[src/hdl/assert_macros.svh]
// ---------------------------------------------------------------------------
// Assertion macros
// Clocked implication checks shared by the channeliser RTL.
// ---------------------------------------------------------------------------
`ifndef ASSERT_MACROS_SVH
`define ASSERT_MACROS_SVH
// Implication checked on every rising clock edge outside reset.
`define ASSERT_IMPL(label, clk, rst_n, ante, cons) \
    label: assert property (@(posedge clk) disable iff (!rst_n) (ante) |-> (cons)) \
        else $error("assertion failed");
// Next-cycle implication checked outside reset.
`define ASSERT_NEXT(label, clk, rst_n, ante, cons) \
    label: assert property (@(posedge clk) disable iff (!rst_n) (ante) |=> (cons)) \
        else $error("assertion failed");
`endif

[src/hdl/pcm_ram.sv]
// ---------------------------------------------------------------------------
// pcm_ram
// Generic single-port-write, single-port-read RAM with registered read.
// ---------------------------------------------------------------------------
`timescale 1ns / 1ps
module pcm_ram #(
    parameter int WIDTH = 16,
    parameter int DEPTH = 32
) (
    input  logic                     i_clk,
    input  logic                     i_we,
    input  logic [$clog2(DEPTH)-1:0] i_waddr,
    input  logic [WIDTH-1:0]         i_wdata,
    input  logic [$clog2(DEPTH)-1:0] i_raddr,
    output logic [WIDTH-1:0]         o_rdata
);
    logic [WIDTH-1:0] r_mem [DEPTH];

    always_ff @(posedge i_clk) begin
        if (i_we) begin
            r_mem[i_waddr] <= i_wdata;
        end
        o_rdata <= r_mem[i_raddr];
    end
endmodule

[config.mk]
export PLATFORM = sky130hd
export DESIGN_NAME = pcm_ram
export DESIGN_NICKNAME = d
export VERILOG_FILES = /design/src/hdl/assert_macros.svh /design/src/hdl/pcm_ram.sv
export SDC_FILE = /design/constraint.sdc
export NUM_CORES = 1
export LEC_CHECK = 0
export ABC_AREA = 1
export BUFFER_PORTS_ARGS = -buffer_cell sky130_fd_sc_hd__buf_2
export CORE_ASPECT_RATIO = 1.2
export CORE_MARGIN = 10
export CORE_UTILIZATION = 43
export DETAILED_ROUTE_END_ITERATION = 10
export SETUP_SLACK_MARGIN = 0.05
export SLEW_MARGIN = 10
export SYNTH_ARGS = -nofsm -noshare
export SYNTH_HDL_FRONTEND = slang
export SYNTH_SLANG_ARGS = --single-unit
[constraint.sdc]
create_clock -name i_clk -period 3.78 [get_ports i_clk]
set_clock_uncertainty 0.1 [all_clocks]
set_input_delay 0.378 -clock i_clk [delete_from_list [all_inputs] [get_ports i_clk]]
set_output_delay 0.378 -clock i_clk [all_outputs]
set_load 0.02 [all_outputs]
==> results_dict.tcl <==
set metrics [dict create \
    status "finished clean" \
    layout_commonest_cell "nand2_1" \
    drt_iter0_markers 1513 \
    fmax_mhz 508 \
    slew-limit-headroom 0.269 \
    final_cell_mix "720 x nand2_1, 512 x edfxtp_1, 396 x nand3_1" \
    grt_start_max_net_pins 119 \
    hold_class "input port to flip-flop" \
    io_buffers 43 \
    route.met2.wl_um 26100 \
    grt_usage 0.180 \
    maxCapViolCount 0 \
    routed.top_layer "met5" \
    htreeDepth 2 \
    synth_cell_types 15 \
    cts_buffers 51 \
    synth_compound_area_frac 0 \
    synthMuxAreaShare 0 \
    switching_share 0.224 \
    timing.final.crit_share 0.521 \
    io-pin-count 44 \
    synth_warnings 0 \
    grt_pass1_vias 13000 \
    p_seq_frac 0.541 \
    finalSetupTns_ps 0 \
    postCtsHoldBufs 0 \
    area_growth_pct 11.0 \
    cts_tree "yes" \
    p_switching_mw 2.71 \
    clock_power_share 0.396 \
    insertion_delay_ps 580 \
    final_util 0.481 \
    grt_setup_unrepaired "no" \
    drive_above_1_share 0.102 \
    worst-path-max-fanout 80 \
    synthAdderAreaFrac 0 \
    finalHoldViolCount 0 \
    combinationalPowerShare 0.062 \
    synth_area_mm2 0.0213 \
    dp_hpwl_um 29600 \
    rows 89 \
    cts.reportedPaths.clkPinSlew_ps 60 \
    overflow 0 \
    yosys.area_share.xor_xnor 0 \
    cts.path.max_buffers 3 \
    syn_inst 1794 \
    num_vias 13600 \
    nets 1857 \
    drv_slew 0 \
    core_mm2 0.0491 \
    start_util 0.434 \
    die-width_um 223 \
    die_h_um 264 \
    min_period_ps 1970 \
    syn_nets 1822 \
    drt-met1-wl_um 23500 \
    p_int_mw 9.37 \
    cts_resized 0 \
    finalSetupViolations 0 \
    place_area_mm2 0.0221 \
    tightest_slew_ps 1100 \
    p_leak_nw 8.66 \
    dp_cells 2413 \
    wl_met3_um 3550 \
    grt_pass1_wl_um 81700 \
    dr.pass1.iters 5 \
    finalWirelength_um 54700 \
    end_kind "flip-flop" \
    synth-seq-cells 528 \
    die_area_mm2 0.0589 \
    wire_per_inst_um 21.8 \
    viasPerCell 5.41 \
    synth_top_family_by_area "simple AND/OR/NAND/NOR gates" \
    synthSimpleGateAreaFrac 0.226 \
    ir_drop_v 0.000276 \
    stdcell_area_mm2 0.0236 \
    syn_area_per_cell_um2 11.9 \
    cp-start-kind "input port" \
    fin_ws_ps 1810 \
    drc 0 \
    crit_arrival_ps 2380 \
    cp.required_ps 4190 \
    fin_cells 2508 \
    antenna_found_initial 4 \
    crit_type "input port to flip-flop" \
    r2r_slack_ps 2440 \
    root_buffer "clkbuf_16" \
    post_cts_buffers 0 \
    powerDensity_mw_per_mm2 511 \
    ys_seq_area_frac 0.737 \
    pre_cts_ws_ps 1230 \
    numClockSinks 528 \
    postRouteAntennaNets 0 \
    place.gp.congestion 0.789 \
    fillers 4362 \
]
## cell usage after synthesis
cell / number / share of area
buf_2: 33 / 0.0078
buf_6: 24 / 0.013
inv_2: 1 / 0.00018
buf_4: 28 / 0.0099
inv_6: 1 / 0.00041
buf_12: 1 / 0.00094
nor2_1: 32 / 0.0056
edfxtp_1: 512 / 0.72
nand2_1: 720 / 0.13
buf_8: 1 / 0.00070
clkbuf_1: 19 / 0.0033
nand3_1: 396 / 0.093
buf_1: 2 / 0.00035
inv_1: 8 / 0.0014
dfxtp_1: 16 / 0.015
## layer usage
layer,global-route usage,vias to the layer above
li1,-,6313
met4,0.0570,2
met3,0.0284,91
met1,0.240,6731
met2,0.295,443
met5,0,-
## path summary, 6_finish.rpt
kind,startpoint,end,cells past startpoint
max,i_raddr[0],o_rdata[13],10
min,i_raddr[4],o_rdata[4],3
min reg2reg,r_mem[8][0],o_rdata[0],8
max reg2reg,r_mem[9][10],o_rdata[10],8
## power groups by stage
stage          logic [mW]  registers [mW]  clock network, mW
3_3_place_gp        0.745            6.66                  0
4_1_cts             0.758            6.54               4.86
3_5_place_dp        0.756            6.66                  0
5_1_grt             0.835            6.54               5.08
2_1_floorplan       0.452            6.68                  0
6_report            0.752            6.54               4.79
## kinds of logic after synthesis
kind of cell / after synthesis
buffers and inverters: 118
flip-flops: 528
AND/OR/NAND/NOR: 1148
## cell type report
| type | instances | area, um^2 | share of cell area |
|---|---|---|---|
| Inverter | 10 | 47.5 | 0.00201 |
| Multi-Input combinational cell | 1148 | 4880 | 0.207 |
| Tap cell | 637 | 797 | 0.0337 |
| Clock buffer | 66 | 1400 | 0.0594 |
| Timing Repair Buffer | 90 | 654 | 0.0277 |
| Sequential cell | 528 | 15700 | 0.664 |
| Antenna cell | 1 | 2.50 | 0.000106 |
| Clock inverter | 28 | 159 | 0.00672 |
## metrics by stage
stage | power (mW) | hold WS [ps]
after CTS | 12.2 | 152
after floorplan | 7.13 | 377
after global placement | 7.41 | 629
after detailed placement | 7.42 | 657
final | 12.1 | 187
after global routing | 12.5 | 191
## sequential cells by signal (all words and copies together) (netlist names)
register and flops:
o_rdata 16, r_mem 512
## worst max-delay path, stage by stage
cell	delay, ps
clkbuf_8	380
buf_4	740
nand2_1	110
nand3_1	120
nand3_1	100
nand2_1	140
nand2_1	60
nand2_1	60
nand2_1	100
nand2_1	100
Power figures use the tool's default switching activity.
